**src/hw/rtl/ppss_pkg.sv**
```systemverilog
// Package for the pump pre-infusion shot sequencer.
// Holds widths, phase codes, configuration and state types.
// No dependencies.
`timescale 1ns / 1ps
`default_nettype none

package ppss_pkg;

    localparam int TIME_BITS = 32;
    localparam int PRE_W     = 14;
    localparam int FILL_W    = 11;
    localparam int EXTR_W    = 17;
    localparam int REM_W     = 17;
    localparam int CFG_IDX_W = 2;
    localparam int CFG_DAT_W = 17;

    // Configuration register indexes
    localparam logic [CFG_IDX_W-1:0] CFG_PRE_ON  = 2'd0;
    localparam logic [CFG_IDX_W-1:0] CFG_PRE_MS  = 2'd1;
    localparam logic [CFG_IDX_W-1:0] CFG_FILL_MS = 2'd2;
    localparam logic [CFG_IDX_W-1:0] CFG_EXTR_MS = 2'd3;

    // Reset values of the configuration registers
    localparam logic              RST_PRE_ON  = 1'b1;
    localparam logic [PRE_W-1:0]  RST_PRE_MS  = 14'd5000;
    localparam logic [FILL_W-1:0] RST_FILL_MS = 11'd1000;
    localparam logic [EXTR_W-1:0] RST_EXTR_MS = 17'd30000;

    // Phase codes as seen on the result port
    localparam logic [1:0] PC_IDLE = 2'd0;
    localparam logic [1:0] PC_PRE  = 2'd1;
    localparam logic [1:0] PC_BREW = 2'd2;
    localparam logic [1:0] PC_STOP = 2'd3;

    typedef enum logic [3:0] {
        PH_IDLE = 4'b0001,
        PH_PRE  = 4'b0010,
        PH_BREW = 4'b0100,
        PH_STOP = 4'b1000
    } t_phase;

    typedef struct packed {
        logic              pre_on;
        logic [PRE_W-1:0]  pre_ms;
        logic [FILL_W-1:0] fill_ms;
        logic [EXTR_W-1:0] extr_ms;
    } t_cfg;

    typedef struct packed {
        t_phase               phase;
        logic                 relay;
        logic [TIME_BITS-1:0] start;
        logic                 fill_done;
    } t_state;

    function automatic logic [1:0] phase_code(input t_phase ph);
        logic [1:0] code;
        case (ph)
            PH_IDLE: code = PC_IDLE;
            PH_PRE:  code = PC_PRE;
            PH_BREW: code = PC_BREW;
            PH_STOP: code = PC_STOP;
            default: code = PC_IDLE;
        endcase
        return code;
    endfunction

endpackage

`default_nettype wire

```
**src/hw/rtl/ppss_step.sv**
```systemverilog
// Next-state and remaining-time logic for one shot sequencer word.
// Depends on ppss_pkg.
`timescale 1ns / 1ps
`default_nettype none

module ppss_step
    import ppss_pkg::*;
(
    input  var t_cfg                 i_cfg,
    input  var t_state               i_state,
    input  wire                      i_switch_level,
    input  wire  [TIME_BITS-1:0]     i_now_ms,
    output t_state                   o_state,
    output logic [REM_W-1:0]         o_remaining_ms
);

    logic [TIME_BITS-1:0] elapsed;
    logic [TIME_BITS-1:0] elapsed_after;
    logic                 restart;

    assign elapsed = i_now_ms - i_state.start;

    always_comb begin
        o_state = i_state;
        restart = 1'b0;
        case (i_state.phase)
            PH_IDLE: begin
                if (i_switch_level) begin
                    o_state.start     = i_now_ms;
                    o_state.fill_done = 1'b0;
                    o_state.relay     = 1'b1;
                    o_state.phase     = PH_PRE;
                    restart           = 1'b1;
                end
            end
            PH_PRE: begin
                // time up or disabled wins over release, release over fill end
                if (!i_cfg.pre_on || elapsed >= TIME_BITS'(i_cfg.pre_ms)) begin
                    o_state.start = i_now_ms;
                    o_state.relay = 1'b1;
                    o_state.phase = PH_BREW;
                    restart       = 1'b1;
                end else if (!i_switch_level) begin
                    o_state.relay = 1'b0;
                    o_state.phase = PH_STOP;
                end else if (elapsed >= TIME_BITS'(i_cfg.fill_ms) && !i_state.fill_done) begin
                    o_state.relay     = 1'b0;
                    o_state.fill_done = 1'b1;
                end
            end
            PH_BREW: begin
                if (!i_switch_level || elapsed >= TIME_BITS'(i_cfg.extr_ms)) begin
                    o_state.relay = 1'b0;
                    o_state.phase = PH_STOP;
                end
            end
            PH_STOP: begin
                if (!i_switch_level) begin
                    o_state.phase = PH_IDLE;
                end
            end
            default: begin
                o_state.phase = PH_IDLE;
                o_state.relay = 1'b0;
            end
        endcase
    end

    assign elapsed_after = restart ? '0 : elapsed;

    // Count down within the pre and brew phases, saturate at zero; other phases show the extraction time
    always_comb begin
        case (o_state.phase)
            PH_PRE: begin
                if (elapsed_after < TIME_BITS'(i_cfg.pre_ms)) begin
                    o_remaining_ms = REM_W'(i_cfg.pre_ms - elapsed_after[PRE_W-1:0]);
                end else begin
                    o_remaining_ms = '0;
                end
            end
            PH_BREW: begin
                if (elapsed_after < TIME_BITS'(i_cfg.extr_ms)) begin
                    o_remaining_ms = REM_W'(i_cfg.extr_ms - elapsed_after[EXTR_W-1:0]);
                end else begin
                    o_remaining_ms = '0;
                end
            end
            default: o_remaining_ms = REM_W'(i_cfg.extr_ms);
        endcase
    end

endmodule

`default_nettype wire

```
**src/hw/rtl/pump_preinfusion_shot_sequencer_unit.sv**
```systemverilog
// Top level of the pump pre-infusion shot sequencer: handshake, config and state registers.
// Depends on ppss_pkg and ppss_step.
//
//  Channel | Direction | Handshake                 | Word
//  --------+-----------+---------------------------+-------------------------------------
//  in      | into unit | i_in_valid / o_in_stall   | i_switch_level, i_now_ms
//  out     | from unit | o_out_valid / i_out_stall | o_relay_on, o_phase, o_remaining_ms
//  cfg     | into unit | i_cfg_we                  | i_cfg_index, i_cfg_wdata
//
// Each word is taken into the input register, passes the step logic and lands in the
// result register; one word per cycle is sustained while the output is not stalled.
// The combinational step logic and the phase state register close one loop.
// Synchronous active-low reset clears phase, relay, timer and fill flag and reloads
// the config defaults.
// A stall on the output holds the result; the input register fills once more,
// then o_in_stall rises.
`timescale 1ns / 1ps
`default_nettype none

module pump_preinfusion_shot_sequencer_unit
    import ppss_pkg::*;
(
    input  wire                   i_clk,
    input  wire                   i_rst_n,
    input  wire                   i_cfg_we,
    input  wire  [CFG_IDX_W-1:0]  i_cfg_index,
    input  wire  [CFG_DAT_W-1:0]  i_cfg_wdata,
    input  wire                   i_in_valid,
    output logic                  o_in_stall,
    input  wire                   i_switch_level,
    input  wire  [TIME_BITS-1:0]  i_now_ms,
    output logic                  o_out_valid,
    input  wire                   i_out_stall,
    output logic                  o_relay_on,
    output logic [1:0]            o_phase,
    output logic [REM_W-1:0]      o_remaining_ms
);

    t_cfg                 r_cfg;
    t_state               r_state;
    t_state               n_state;
    logic                 r_in_valid;
    logic                 r_in_switch;
    logic [TIME_BITS-1:0] r_in_now;
    logic                 r_out_valid;
    logic                 r_relay;
    logic [1:0]           r_phase;
    logic [REM_W-1:0]     r_rem;
    logic [REM_W-1:0]     n_rem;
    logic                 out_free;
    logic                 advance;
    logic                 in_take;

    assign out_free   = !r_out_valid || !i_out_stall;
    assign advance    = r_in_valid && out_free;
    assign o_in_stall = r_in_valid && !out_free;
    assign in_take    = i_in_valid && !o_in_stall;

    ppss_step u_step (
        .i_cfg          (r_cfg),
        .i_state        (r_state),
        .i_switch_level (r_in_switch),
        .i_now_ms       (r_in_now),
        .o_state        (n_state),
        .o_remaining_ms (n_rem)
    );

    always_ff @(posedge i_clk) begin
        if (!i_rst_n) begin
            r_cfg.pre_on  <= RST_PRE_ON;
            r_cfg.pre_ms  <= RST_PRE_MS;
            r_cfg.fill_ms <= RST_FILL_MS;
            r_cfg.extr_ms <= RST_EXTR_MS;
        end else if (i_cfg_we) begin
            case (i_cfg_index)
                CFG_PRE_ON:  r_cfg.pre_on  <= i_cfg_wdata[0];
                CFG_PRE_MS:  r_cfg.pre_ms  <= i_cfg_wdata[PRE_W-1:0];
                CFG_FILL_MS: r_cfg.fill_ms <= i_cfg_wdata[FILL_W-1:0];
                CFG_EXTR_MS: r_cfg.extr_ms <= i_cfg_wdata[EXTR_W-1:0];
                default: ;
            endcase
        end
    end

    always_ff @(posedge i_clk) begin
        if (!i_rst_n) begin
            r_in_valid      <= 1'b0;
            r_out_valid     <= 1'b0;
            r_state.phase     <= PH_IDLE;
            r_state.relay     <= 1'b0;
            r_state.start     <= '0;
            r_state.fill_done <= 1'b0;
        end else begin
            if (in_take) begin
                r_in_valid <= 1'b1;
            end else if (advance) begin
                r_in_valid <= 1'b0;
            end
            if (advance) begin
                r_out_valid <= 1'b1;
                r_state     <= n_state;
            end else if (out_free) begin
                r_out_valid <= 1'b0;
            end
        end
    end

    // Payload registers: hold while stalled
    always_ff @(posedge i_clk) begin
        if (in_take) begin
            r_in_switch <= i_switch_level;
            r_in_now    <= i_now_ms;
        end
        if (advance) begin
            r_relay <= n_state.relay;
            r_phase <= phase_code(n_state.phase);
            r_rem   <= n_rem;
        end
    end

    assign o_out_valid    = r_out_valid;
    assign o_relay_on     = r_relay;
    assign o_phase        = r_phase;
    assign o_remaining_ms = r_rem;

`ifndef SYNTHESIS
    a_phase_onehot: assert property (@(posedge i_clk) disable iff (!i_rst_n)
        $onehot(r_state.phase))
        else $error("phase register lost its one-hot code");

    a_idle_relay_off: assert property (@(posedge i_clk) disable iff (!i_rst_n)
        (r_state.phase == PH_IDLE || r_state.phase == PH_STOP) |-> !r_state.relay)
        else $error("relay on while idle or stopped");

    a_brew_relay_on: assert property (@(posedge i_clk) disable iff (!i_rst_n)
        (o_out_valid && o_phase == PC_BREW) |-> o_relay_on)
        else $error("brewing word shows relay off");

    a_advance_fills_out: assert property (@(posedge i_clk) disable iff (!i_rst_n)
        advance |=> o_out_valid)
        else $error("word advanced but no result valid");
`endif

endmodule

`default_nettype wire
```
**config.mk**
```make
export PLATFORM = sky130hd
export DESIGN_NAME = pump_preinfusion_shot_sequencer_unit
export DESIGN_NICKNAME = d
export VERILOG_FILES = /design/src/hw/rtl/ppss_pkg.sv /design/src/hw/rtl/ppss_step.sv /design/src/hw/rtl/pump_preinfusion_shot_sequencer_unit.sv
export SDC_FILE = /design/constraint.sdc
export NUM_CORES = 1
export LEC_CHECK = 0
export BUFFER_PORTS_ARGS = -buffer_cell sky130_fd_sc_hd__buf_4
export CORE_MARGIN = 5
export CORE_UTILIZATION = 35
export CTS_BUF_LIST = sky130_fd_sc_hd__clkbuf_16
export DETAILED_ROUTE_END_ITERATION = 8
export PLACE_DENSITY = 0.54
export SETUP_SLACK_MARGIN = 0.3
export SYNTH_ARGS = -nofsm -noshare
export SYNTH_HDL_FRONTEND = slang
export SYNTH_SLANG_ARGS = --single-unit
```
**constraint.sdc**
```tcl
create_clock -name i_clk -period 7.59 [get_ports i_clk]
set_input_delay 0.3795 -clock i_clk [delete_from_list [all_inputs] [get_ports i_clk]]
set_output_delay 0.3795 -clock i_clk [all_outputs]
set_load 0.02 [all_outputs]
```
==> results by stage, run 1 <==
Status:
- The run finished with clean final reports.

Route:
- The number of iterations in the first detailed-routing pass is 5.
- Wires add up to 28.4 mm.
- In this run, the number of DRC markers left after iteration 0 of detailed routing was 570.
- After detailed routing, the number of vias per cell comes to 5.20.
- After detailed routing, the average wire length per cell comes to 16.6 um.
- For this run, design rule violations remaining after detail routing come to 0.
- The detail route stage leaves a number of antenna-violating nets equal to 0.
- Across all layers, the routed design uses 8906 vias.

Critical path:
- The largest fanout on the critical path is 10.
- The buffer and inverter count on the worst path is 3.
- Data on the critical path arrives at its endpoint at 7.10 ns.
- In this design, the stage delay of the slowest critical-path cell is 0.41 ns.
- The startpoint type of the worst setup path is a flop.
- By instance count, the cell type seen most on the critical path is sky130_fd_sc_hd__a21oi_2.
- For the worst setup path, the data required time is 7.77 ns.
- On the critical path the largest part of the delay comes from compound AO/OA/AOI/OAI gates.
- In this run the critical register-to-register path is captured at o_remaining_ms[16].
- The reg-to-reg startpoint is r_in_now[0].
- The cell with the largest stage delay on the worst path is sky130_fd_sc_hd__fa_1.
- Measured in cells, the most critical reg-to-reg path has a length of 34.
- The worst setup path is of the flop to flop kind.
- The flop-to-flop setup slack is 0.67 ns.
- STA classifies the critical path endpoint as a flop.

STA:
- The time the worst path needs with I/O delays and setup is 6.92 ns.
- The worst-case setup margin in the final layout is 0.674 ns.
- The final setup violation count is 0.
- The number of failing hold endpoints at the final stage came to 0.
- The worst slew margin relative to its limit is 0.217.
- For the final routed database, the setup TNS stands at 0 ns.
- The post-route clock period utilization is 0.911.
- Setup repair after global routing could not meet its margin everywhere.
- Clock skew on the completed layout was measured at 0.00935 ns.
- The number of pins with negative max-slew slack in the final report is 0.
- The worst-margin pin slew is 1.17 ns.
- The maximum frequency from static timing analysis is 0.145 GHz.

Logic synthesis:
- The post-synthesis instance area is 10300 sq um.
- The sequential element share of the synthesized area is 0.315.
- Among all flip-flop cells after synthesis, the most frequent one is sky130_fd_sc_hd__dfxtp_1.
- The number of standard cells after synthesis is 1239.
- The post-synthesis sequential element count is 136.
- The count of warnings emitted by yosys is 0.
- The net count of the mapped netlist is 1427.
- A synthesized cell averages 8.34 sq um.
- The post-synthesis cell type count is 69.
- Counting flops with an async set or reset pin after synthesis yields a share of 0.
- The number of enable flip-flop cells after synthesis is 53.

Pwr:
- Summed over all nets, the switching power comes to 814 uW.
- The switching part of the total power is 0.339.
- VDD sags by at most 110 uV.
- The share of total power dissipated in combinational logic is 0.310.
- The share of total power in sequential cells is 0.343.
- Summed over all cells, the static leakage comes to 5.01 nW.
- In this run the power density over the cells is 200 nW/um^2.
- Cell internal power was estimated by the tool at 1.59 mW.
- The relative contribution of the clock network to total power is 0.347.

Placement:
- The final weighted congestion in routability-driven placement is 0.895.
- Summed over all nets, the half-perimeter wirelength after detailed placement is 22.3 mm.
- Before CTS, the worst setup slack after placement is 0.197 ns.
- The number of buffers inserted by port buffering is 78.

Floorplanning:
- In this run the horizontal extent of the chip is 182 um.
- The region available for standard cell placement spans 29400 sq um.
- The die area is 33100 sq um.
- For this configuration, the core starts out at a cell density of 0.351.
- The standard-cell row count is 63.
- The number of top-level design ports is 79.
- The floorplan step set the die height to 182 um.

Clock network:
- After clock tree synthesis, the clock-pin slew on the worst setup and hold paths is 0.07 ns.
- The clock tree from TritonCTS is done.
- The cts-stage hold buffer count is 0.
- The insertion delay of the later-clocked pin in the worst-skew pair is 0.43 ns.
- The number of buffers created by CTS is 17.
- Clock tree synthesis selected as its root buffer the cell sky130_fd_sc_hd__clkbuf_16.
- The clock tree buffer depth is 2.
- The H-tree depth is 4.
- CTS saw 136 sinks.

Global route:
- The pin count of the biggest net entering global routing is 84.
- The first-pass GRT wire length is 46.5 mm.
- The number of antenna violations at the first check in global routing was 0.
- Across every metal layer, demand over resource in global routing totals 0.172.
- The number of global-route vias before repair is 8726.
- Global routing finished with a remaining overflow of 0.

Worst hold path:
- Along the worst hold path, the cell count comes to 1.
- The origin of the worst min-delay path is i_now_ms[10].
- The worst min-delay path class is input port to flop.
- For hold timing, the worst endpoint is r_in_now[10].

Job:
- Across the run, the number of max-cap violations was 0.

Layout:
- The number of antenna diodes in the final layout is 0.
- The fraction of final layout cells sized beyond drive strength 1 is 0.125.
- At the end of the flow, the number of nets in the layout was 1497.
- From synthesis to final layout, the design area changed by 16.4%.
==> placed cells by master (no fill, tap or decap), types with 17 or more instances in the layout <==
cell | synthesis | layout
sky130_fd_sc_hd__xnor2_1 | 23 | 22
sky130_fd_sc_hd__clkbuf_16 | 0 | 17
sky130_fd_sc_hd__a21oi_1 | 79 | 73
sky130_fd_sc_hd__o21a_1 | 17 | 17
sky130_fd_sc_hd__dfxtp_1 | 83 | 83
sky130_fd_sc_hd__inv_1 | 113 | 113
sky130_fd_sc_hd__o211ai_1 | 31 | 31
sky130_fd_sc_hd__ha_1 | 128 | 128
sky130_fd_sc_hd__a21boi_0 | 58 | 58
sky130_fd_sc_hd__nand3_1 | 51 | 51
sky130_fd_sc_hd__buf_4 | 2 | 96
sky130_fd_sc_hd__nor3_1 | 20 | 19
sky130_fd_sc_hd__nor2_1 | 65 | 63
sky130_fd_sc_hd__xor2_1 | 21 | 20
sky130_fd_sc_hd__edfxtp_1 | 53 | 53
sky130_fd_sc_hd__a21o_1 | 33 | 33
sky130_fd_sc_hd__nand2_1 | 182 | 181
sky130_fd_sc_hd__o21ai_0 | 48 | 46
==> through the flow <==
step                      cells  hold WS [ns]  instance area [sq um]  power [mW]  utilization
after floorplan            1239         0.433                  10300        1.35            -
after global placement     1675         0.450                  11300        1.56        0.386
after detailed placement   1675         0.457                  11300        1.57        0.386
after CTS                  1707         0.101                  11900        2.41        0.406
after global routing       1712        0.0985                  12000        2.55        0.409
final                      1712         0.117                  12000        2.40        0.409
==> repair_timing <==
action / in CTS / in global routing
endpoints found under the hold margin: 0 / 0
resized for setup: 2 / 15
setup endpoints to repair: 1 / 17
pin swaps: 1 / 8
setup buffers: 0 / 5
==> cell type report <==
class / count / area, sq um
Multi-Input combinational cell: 943 / 6530
Sequential cell: 136 / 3250
Fill cell: 2983 / 17400
Timing Repair Buffer: 98 / 756
Inverter: 113 / 424
Clock inverter: 15 / 156
Tap cell: 390 / 488
Clock buffer: 17 / 425
==> worst register-to-register path: cells and delay by family (launching register included) <==
kind / cells / cell delay [ns]
buf+inv: 3 / 0.28
compound gates: 20 / 3.45
flops: 1 / 0.38
simple gates: 5 / 1.14
fa+ha+maj: 4 / 1.15
xor+xnor: 2 / 0.28
==> kinds of logic after synthesis <==
kind of cell | count (synthesis) | share of synthesized area
adder cells (fa/ha/maj) | 131 | 0.161
XOR/XNOR | 44 | 0.0373
AND/OR/NAND/NOR | 395 | 0.175
flip-flops | 136 | 0.315
multiplexers | 6 | 0.00593
AO/OA/AOI/OAI | 367 | 0.247
buffers and inverters | 160 | 0.0594
==> synthesized netlist by cell type, drive strengths merged (10+ instances only) <==
cell type	instances	area [sq um]
o21a	17	128
buf	10	51.3
nor2b	10	62.6
a21boi	59	443
o21ai	54	270
dfxtp	83	1660
edfxtp	53	1590
nor2	65	244
nand3	51	255
xnor2	23	201
clkbuf	37	139
nand2	182	683
nor3	21	110
ha	128	1600
nand4	10	62.6
inv	113	424
a21oi	79	395
a21o	33	248
o21bai	11	82.6
xor2	21	184
and3	11	68.8
a31oi	12	90.1
nand2b	12	75.1
o211ai	32	254
a22oi	10	75.1
==> flip-flops by register name (all words and copies together), names as in the netlist <==
register and count:
r_state 38, o_remaining_ms 17, o_out_valid 1, o_phase 2
r_in_switch 1, r_cfg 43, o_relay_on 1, r_in_now 32
r_in_valid 1
==> power by group through the flow <==
stage / combinational, mW / sequential [mW] / clock [mW]
5_1_grt: 0.832 / 0.828 / 0.886
3_5_place_dp: 0.726 / 0.840 / 0
6_report: 0.744 / 0.824 / 0.835
2_1_floorplan: 0.511 / 0.842 / 0
4_1_cts: 0.730 / 0.824 / 0.853
3_3_place_gp: 0.724 / 0.840 / 0
==> layer usage <==
| layer | share of wire | vias to the layer above | wire (um) | global-route usage |
|---|---|---|---|---|
| met4 | 0.019 | 0 | 541 | 0.0498 |
| li1 | - | 4550 | - | - |
| met5 | 0 | - | 0 | 0 |
| met2 | 0.44 | 196 | 12500 | 0.271 |
| met1 | 0.50 | 4128 | 14300 | 0.243 |
| met3 | 0.039 | 32 | 1120 | 0.0280 |
==> worst max path at each step <==
stage,from,endpoint,cells past startpoint
global route,r_in_now[0],o_remaining_ms[16],34
floorplan,r_in_now[0],o_remaining_ms[16],36
finish,r_in_now[0],o_remaining_ms[16],34
detailed placement,r_in_now[0],o_remaining_ms[16],34
CTS,r_in_now[0],o_remaining_ms[16],34
global placement,r_in_now[0],o_remaining_ms[16],34
No activity file was read; power rests on OpenSTA's default activity.
==> run 2, diff against run 1 <==
--- a/config.mk
+++ b/config.mk
@@ -10,6 +10,7 @@
 export CORE_UTILIZATION = 35
 export CTS_BUF_LIST = sky130_fd_sc_hd__clkbuf_16
 export DETAILED_ROUTE_END_ITERATION = 8
+export HOLD_SLACK_MARGIN = 0.02
 export PLACE_DENSITY = 0.54
 export SETUP_SLACK_MARGIN = 0.3
 export SYNTH_ARGS = -nofsm -noshare
==> constraint.sdc (replaced) <==
create_clock -name i_clk -period 6 [get_ports i_clk]
set_input_delay 1.2 -clock i_clk [delete_from_list [all_inputs] [get_ports i_clk]]
set_output_delay 1.2 -clock i_clk [all_outputs]
set_load 0.02 [all_outputs]
==> results by stage, run 2 (synthesis gave the netlist of run 1 again) <==
Critical path:
- The family with the most delay on the worst path is compound AO/OA/AOI/OAI gates.
- At the worst endpoint, the required time is 6.27 ns.
- Of all nets on the critical path, the largest fanout is 6.
- In this run the critical register-to-register path is launched from r_in_now[0].
- The capturing instance or port of the critical path is o_remaining_ms[12].
- The startpoint type of the worst setup path is a flop.
- The critical path class is flop to flop.
- On the critical path, the stage with the largest delay is an instance of sky130_fd_sc_hd__edfxtp_1.
- The worst setup path is captured at a flop.
- The critical path crosses 41 cells after its start point.
- Together, buffers and inverters on the worst path number 9.
- The endpoint identified for the worst register-to-register timing path is o_remaining_ms[12].
- For this run, the slowest stage of the critical path takes 0.38 ns.
- The critical path startpoint is r_in_now[0].
- For flop-to-flop paths, the worst setup slack is -0.40 ns.
- The depth of the worst register-to-register path is 41.
- Data arrives at the worst endpoint at 6.67 ns.

STA:
- The final worst hold slack is 0.461 ns.
- Between clock sinks in the finished design, the worst skew comes to 0.0110 ns.
- Setup repair after global routing could not meet its margin everywhere.
- The number of failing hold endpoints at the final stage is 0.
- The final setup violation count is 17.
- The worst slew margin relative to its limit is 0.202.
- The smallest clock period supported by the final layout is computed as 6.40 ns.
- The number of pins with negative max-slew slack in the final report is 0.
- The worst-margin pin slew is 1.19 ns.
- The worst-case setup margin in the final layout is -0.395 ns.
- The post-route clock period utilization is 1.07.
- The maximum frequency from static timing analysis is 0.156 GHz.

Floorplanning:
- The placeable core region is 29400 sq um.
- The number of top-level design ports is 79.
- The die is 182 um wide.
- The die span in y is 182 um.
- The die area is 33100 sq um.
- The standard-cell row count is 63.
- The initial utilization of the core area, before any placement, comes to 0.351.

Clock network:
- After clock tree synthesis, the clock-pin slew on the worst setup and hold paths is 0.06 ns.
- The tree built by TritonCTS fans out to 136 sinks.
- The clock tree from TritonCTS is done.
- At the later pin of the worst-skew pair, clock insertion delay measures 0.42 ns.
- Counting along the longest clock path gives a buffer depth of 2.
- The H-tree depth is 4.
- Clock tree synthesis inserted a total of 17 buffers.
- The root buffer cell chosen for the clock tree is sky130_fd_sc_hd__clkbuf_16.
- The cts-stage hold buffer count is 0.

Pwr:
- Of the total power, the clock network draws 0.330.
- The share of total power in sequential cells is 0.312.
- Of the total power, combinational logic draws 0.358.
- The leakage power of the design is 5.87 nW.
- Across the VDD grid, the largest voltage drop is 147 uV.
- The cell internal power dissipation is 2.27 mW.
- Of the total power, the share spent switching nets is 0.322.
- Total power for the finished layout comes to 3.34 mW.
- The net switching power is 1.08 mW.
- The power density over cell area is 247 nW/um^2.

Layout:
- The most common cell after layout, fill and taps aside is sky130_fd_sc_hd__buf_4.
- The area growth from synthesis to layout is 31.0%.
- The final-stage net count is 1662.
- The top cell types in the final layout, fill and taps aside, are 252 x sky130_fd_sc_hd__buf_4, 179 x sky130_fd_sc_hd__nand2_1, 122 x sky130_fd_sc_hd__ha_1.
- The number of flip-flops under the largest register name is 43.
- The fraction of final layout cells sized beyond drive strength 1 is 0.241.
- The repair_antennas step left the layout with diodes totalling 0.
- The largest registers in the layout are r_cfg x43, r_state x38, r_in_now x32.
- The finished layout cell area is 13500 sq um.
- The most flop-heavy register is r_cfg.
- Once layout is complete, the cells apart from fillers number 1877.

Route:
- The count of nets left with antenna violations once routing finished came out at 0.
- The routed via count is 9463.
- Dividing the detail-routed wire length by the instance count gives 16.2 um.
- After detailed routing, the number of remaining DRC violations is 0.
- After detailed routing, the total wire length is 30.4 mm.
- The iteration-0 DRC count of the detailed router is 498.
- The via-per-instance ratio is 5.04.
- The number of iterations in the first detailed-routing pass is 7.

Placement:
- The placed wire-length estimate after detailed placement is 23.7 mm.
- The instance area at placement is 12600 sq um.
- In this run the tool buffered the top-level ports with 78 buffer cells.
- In this run, placement finished with an instance count of 1825.
- The final weighted congestion in routability-driven placement is 0.928.

Worst hold path:
- The worst min-delay path class is flop to flop.

Status:
- The run finished, with violations left.
- The final reports fail on negative setup slack.

Global route:
- Across every metal layer, demand over resource in global routing totals 0.181.
- Entering global routing, the biggest net connects 84 pins.
- After global routing the overflow that remains totals 0.
- The number of global-route vias before repair is 9237.
- The number of antenna violations at the first check in global routing was 0.
- The first-pass GRT wire length is 48.9 mm.

Job:
- The tool flagged a number of max-cap violations equal to 0.
==> run 2: cell count changes in the layout (fill, tap and decap cells not counted), moves of 6 or more <==
cell,delta
sky130_fd_sc_hd__o21ai_1,+11
sky130_fd_sc_hd__a21oi_2,+6
sky130_fd_sc_hd__o21ai_0,-14
sky130_fd_sc_hd__buf_4,+156
sky130_fd_sc_hd__ha_1,-6
sky130_fd_sc_hd__a21oi_1,-6
sky130_fd_sc_hd__buf_6,+6
==> run 2: per-stage QoR <==
step,setup WS [ns],setup TNS [ns],util
floorplan,-0.314,-0.545,-
CTS,-0.378,-3.91,0.456
global placement,-0.489,-4.51,0.429
global route,-0.807,-13.19,0.460
detailed placement,-0.534,-5.66,0.429
finish,-0.395,-6.25,0.460
==> run 2: how the worst min path moves through the flow <==
stage / depth (start not counted) / startpoint / to / slack [ns]
CTS: 2 / r_state[9] / r_state[9] / 0.47
global route: 2 / r_state[11] / r_state[11] / 0.48
floorplan: 2 / r_cfg[42] / r_cfg[42] / 0.43
global placement: 2 / r_state[32] / r_state[32] / 0.45
finish: 2 / r_state[19] / r_state[19] / 0.46
detailed placement: 2 / r_state[9] / r_state[9] / 0.46
==> run 2: layout make-up <==
type / instances / area, sq um
inverters: 113 / 424
repair buffers: 263 / 2070
multi-input cells: 943 / 6690
clock inverters: 14 / 158
clock buffers: 18 / 450
flip-flops and latches: 136 / 3250
well taps: 390 / 488
fillers: 2880 / 15900
==> run 2: routing by layer <==
layer  track usage  up-vias  wire (um)
li1              -     4895          -
met1         0.258     4386      15100
met2         0.296      163      14000
met3        0.0256       19        912
met4        0.0357        0        351
met5             0        -          0
==> run 2: worst reg2reg max path: cells and delay by family (launching register included) <==
kind            cells  cell delay (ns)
buf+inv             9             0.93
compound gates     18             2.92
fa+ha+maj           4             0.89
flops               1             0.38
xor+xnor            1             0.12
simple gates        9             1.04
==> run 2: power groups by stage <==
stage | Combinational, mW | Clock, mW | Sequential (mW)
floorplan | 0.679 | 0 | 1.07
global placement | 1.12 | 0 | 1.06
detailed placement | 1.13 | 0 | 1.06
CTS | 1.17 | 1.13 | 1.04
global route | 1.32 | 1.17 | 1.05
finish | 1.20 | 1.10 | 1.04
==> run 2: what timing repair did <==
| action | in CTS | in global routing |
|---|---|---|
| hold endpoints to repair | 0 | 0 |
| gates resized for setup | 23 | 26 |
| pin swaps | 8 | 19 |
| gates cloned | 1 | 1 |
| setup endpoints to repair | 17 | 17 |
| buffers inserted | 12 | 6 |
==> run 3, diff against run 2 <==
--- a/config.mk
+++ b/config.mk
@@ -7,12 +7,13 @@
 export LEC_CHECK = 0
 export BUFFER_PORTS_ARGS = -buffer_cell sky130_fd_sc_hd__buf_4
 export CORE_MARGIN = 5
-export CORE_UTILIZATION = 35
+export CORE_UTILIZATION = 29
 export CTS_BUF_LIST = sky130_fd_sc_hd__clkbuf_16
 export DETAILED_ROUTE_END_ITERATION = 8
 export HOLD_SLACK_MARGIN = 0.02
-export PLACE_DENSITY = 0.54
+export PLACE_DENSITY = 0.47
 export SETUP_SLACK_MARGIN = 0.3
 export SYNTH_ARGS = -nofsm -noshare
 export SYNTH_HDL_FRONTEND = slang
 export SYNTH_SLANG_ARGS = --single-unit
+export TNS_END_PERCENT = 100
==> results by stage, run 3 (synthesis gave the netlist of run 1 again) <==
STA:
- Derived from the worst setup path, the maximum achievable clock frequency is 0.159 GHz.
- The number of failing hold endpoints at the final stage came to 0.
- The worst slew margin relative to its limit is 0.301.
- The worst-margin pin slew is 1.05 ns.
- Setup violations remaining at the end of the flow were counted as 17.
- The number of pins with negative max-slew slack in the final report was 0.
- Setup repair after global routing could not meet its margin everywhere.
- The worst-case setup margin in the final layout is -0.305 ns.
- Of the available clock period, the critical path in the final layout requires 1.05.
- The worst clock skew is 0.00861 ns.
- Counting I/O delays and the setup requirement, the final critical path takes 6.31 ns.

Floorplanning:
- From bottom edge to top edge, the die measures 199 um.
- The initialized floorplan defines 69 standard-cell rows.
- The floorplan step defined a die boundary enclosing 39500 sq um.
- In this run the horizontal extent of the chip is 199 um.
- The placeable core region is 35400 sq um.
- The initial cell density of the core is 0.292.
- Pin placement for this block handled 79 I/O pins.

Layout:
- The area used by multi-input combinational logic is 6810 sq um.
- After routing the design area is 13600 sq um.
- The final core area utilization is 0.384.
- In the layout the commonest cells are 253 x sky130_fd_sc_hd__buf_4, 176 x sky130_fd_sc_hd__nand2_1, 119 x sky130_fd_sc_hd__ha_1.
- Fill cells in the final layout number 3693.
- The most common cell after layout, fill and taps aside is sky130_fd_sc_hd__buf_4.
- The final-stage net count is 1657.
- The sequential cells in the finished layout cover a total of 3250 sq um.
- In the final layout, the registers with the most flip-flops are r_cfg x43, r_state x38, r_in_now x32.
- The number of flip-flops under the largest register name is 43.
- From synthesis to final layout, the design area changed by 31.4%.
- In the final layout, the share of cells above drive strength 1 is 0.250.
- The most flop-heavy register is r_cfg.
- 0 antenna diodes ended up in the layout.

Critical path:
- In this run the worst path has a maximum fanout of 4.
- For flop-to-flop paths, the worst setup slack is -0.31 ns.
- The most critical setup path has its startpoint at r_in_now[0].
- By instance count, the cell type seen most on the critical path is sky130_fd_sc_hd__a21oi_2.
- The nature of the critical path endpoint is a flop.
- The critical path class is flop to flop.
- The worst register-to-register path begins at r_in_now[0].
- At the worst endpoint, the required time is 6.19 ns.
- STA classifies the critical path startpoint as a flop.
- The capturing instance or port of the critical path is o_remaining_ms[16].
- The worst register-to-register path has a depth of 35.
- The worst endpoint data arrival time is 6.50 ns.
- In this run the critical register-to-register path is captured at o_remaining_ms[16].
- On the critical path, the stage with the largest delay is an instance of sky130_fd_sc_hd__edfxtp_1.
- The stage delay of the slowest cell on the critical path is 0.40 ns.

Route:
- For this run, design rule violations remaining after detail routing come to 0.
- The via-per-instance ratio is 4.82.
- For this block, the routed nets add up to 31.3 mm of wire.
- Once detail routing completed, the nets flagged for antenna violations numbered 0.
- The first TritonRoute pass finished after 7 iterations.
- The routed layout has 9364 vias.
- The iteration-0 DRC count of the detailed router is 528.
- The final routed wire length divided by cell count is 16.1 um.

Global route:
- The number of global-route vias before repair is 9303.
- The first global-routing pass estimated 50.2 mm of wire.
- The number of antenna violations at the first check in global routing was 0.
- Global routing finished with a remaining overflow of 0.
- The total routing resource utilization after global routing is 0.161.
- Entering global routing, the biggest net connects 84 pins.

Clock network:
- Counting every sink on the clock net gives 136.
- The cts-stage hold buffer count is 0.
- The clock tree from TritonCTS is done.
- The clock transition at the registers of the reported paths is 0.06 ns.
- The clock tree root driver cell is sky130_fd_sc_hd__clkbuf_16.
- Counting the buffers created by CTS gives 17.
- For the worst-skew pair, the clock arrives at the later sink with an insertion delay of 0.44 ns.
- No sink is reached through more buffers than the 2 on the longest clock path.
- The H-tree depth is 4.

Placement:
- The placed wire-length estimate after detailed placement is 24.9 mm.
- At the end of routability-driven placement, the weighted congestion stood at 0.876.
- The number of buffers inserted by port buffering is 78.
- The placed instances occupy a cell area of 12600 sq um.

Status:
- The final reports fail on negative setup slack.
- The flow ran to the end, but the final reports show violations.

Worst hold path:
- The worst min-delay path class is flop to flop.

Pwr:
- The power density over cell area is 242 nW/um^2.
- For this design the static power due to leakage is 5.82 nW.
- IR analysis of the VDD net gives a maximum drop of 201 uV.

Job:
- The max-capacitance violation count is 0.
## run 3: changes by cell type in the layout (fill, tap and decap cells not counted), sizes merged
cell      before  now
inv          116  121
buf          262  258
bufinv         3    0
clkinv         7    5
clkinvlp       1    0
## run 3: metal layers
layer | routed length [um] | track usage | vias up
met3 | 684 | 0.0202 | 28
met1 | 15900 | 0.227 | 4336
li1 | - | - | 4881
met5 | 0 | 0 | -
met4 | 561 | 0.0489 | 0
met2 | 14200 | 0.256 | 119
## run 3: worst max-delay path, delay by kind of cell, from the launching register on
family / cells / cell delay [ns]
and+or+nand+nor: 7 / 1.13
AOI/OAI and AO/OA: 19 / 3.09
xor gates and xnor gates: 2 / 0.23
buffers and inverters: 3 / 0.24
adders and majority gates: 4 / 0.95
DFF: 1 / 0.40
## run 3: worst min-delay path by stage
| stage | start | to | depth (start not counted) |
|---|---|---|---|
| global route | r_state[28] | r_state[28] | 2 |
| global placement | r_state[32] | r_state[32] | 2 |
| CTS | r_state[6] | r_state[6] | 2 |
| detailed placement | r_state[6] | r_state[6] | 2 |
| floorplan | r_cfg[42] | r_cfg[42] | 2 |
| finish | r_state[6] | r_state[6] | 2 |
## run 3: power breakdown
part / internal [mW] / switching, mW
sequential: 1.01 / 0.0306
clock: 0.571 / 0.437
combinational: 0.600 / 0.638
## run 3: through the flow
step	power [mW]	hold WS (ns)	cells	TNS [ns]	setup WS, ns
2_1_floorplan	1.74	0.433	1239	-0.545	-0.314
3_3_place_gp	2.18	0.450	1888	-6.46	-0.441
3_5_place_dp	2.19	0.458	1888	-7.50	-0.493
4_1_cts	3.29	0.466	1940	-3.16	-0.354
5_1_grt	3.50	0.483	1943	-9.46	-0.639
6_report	3.29	0.462	1943	-3.42	-0.305
## run 3: layout make-up
| cell class | instances | share of cell area |
|---|---|---|
| multi-input combinational | 943 | 0.501 |
| timing repair buffer | 258 | 0.145 |
| clock inverter | 13 | 0.00525 |
| inverter | 113 | 0.0318 |
| clock buffer | 19 | 0.0350 |
| tap | 461 | 0.0425 |
| sequential | 136 | 0.239 |
## run 3: what timing repair did
| item | 4_1_cts | 5_1_grt |
|---|---|---|
| buffers inserted | 20 | 3 |
| setup endpoints to repair | 17 | 17 |
| pin swaps | 17 | 22 |
| resized for setup | 41 | 28 |
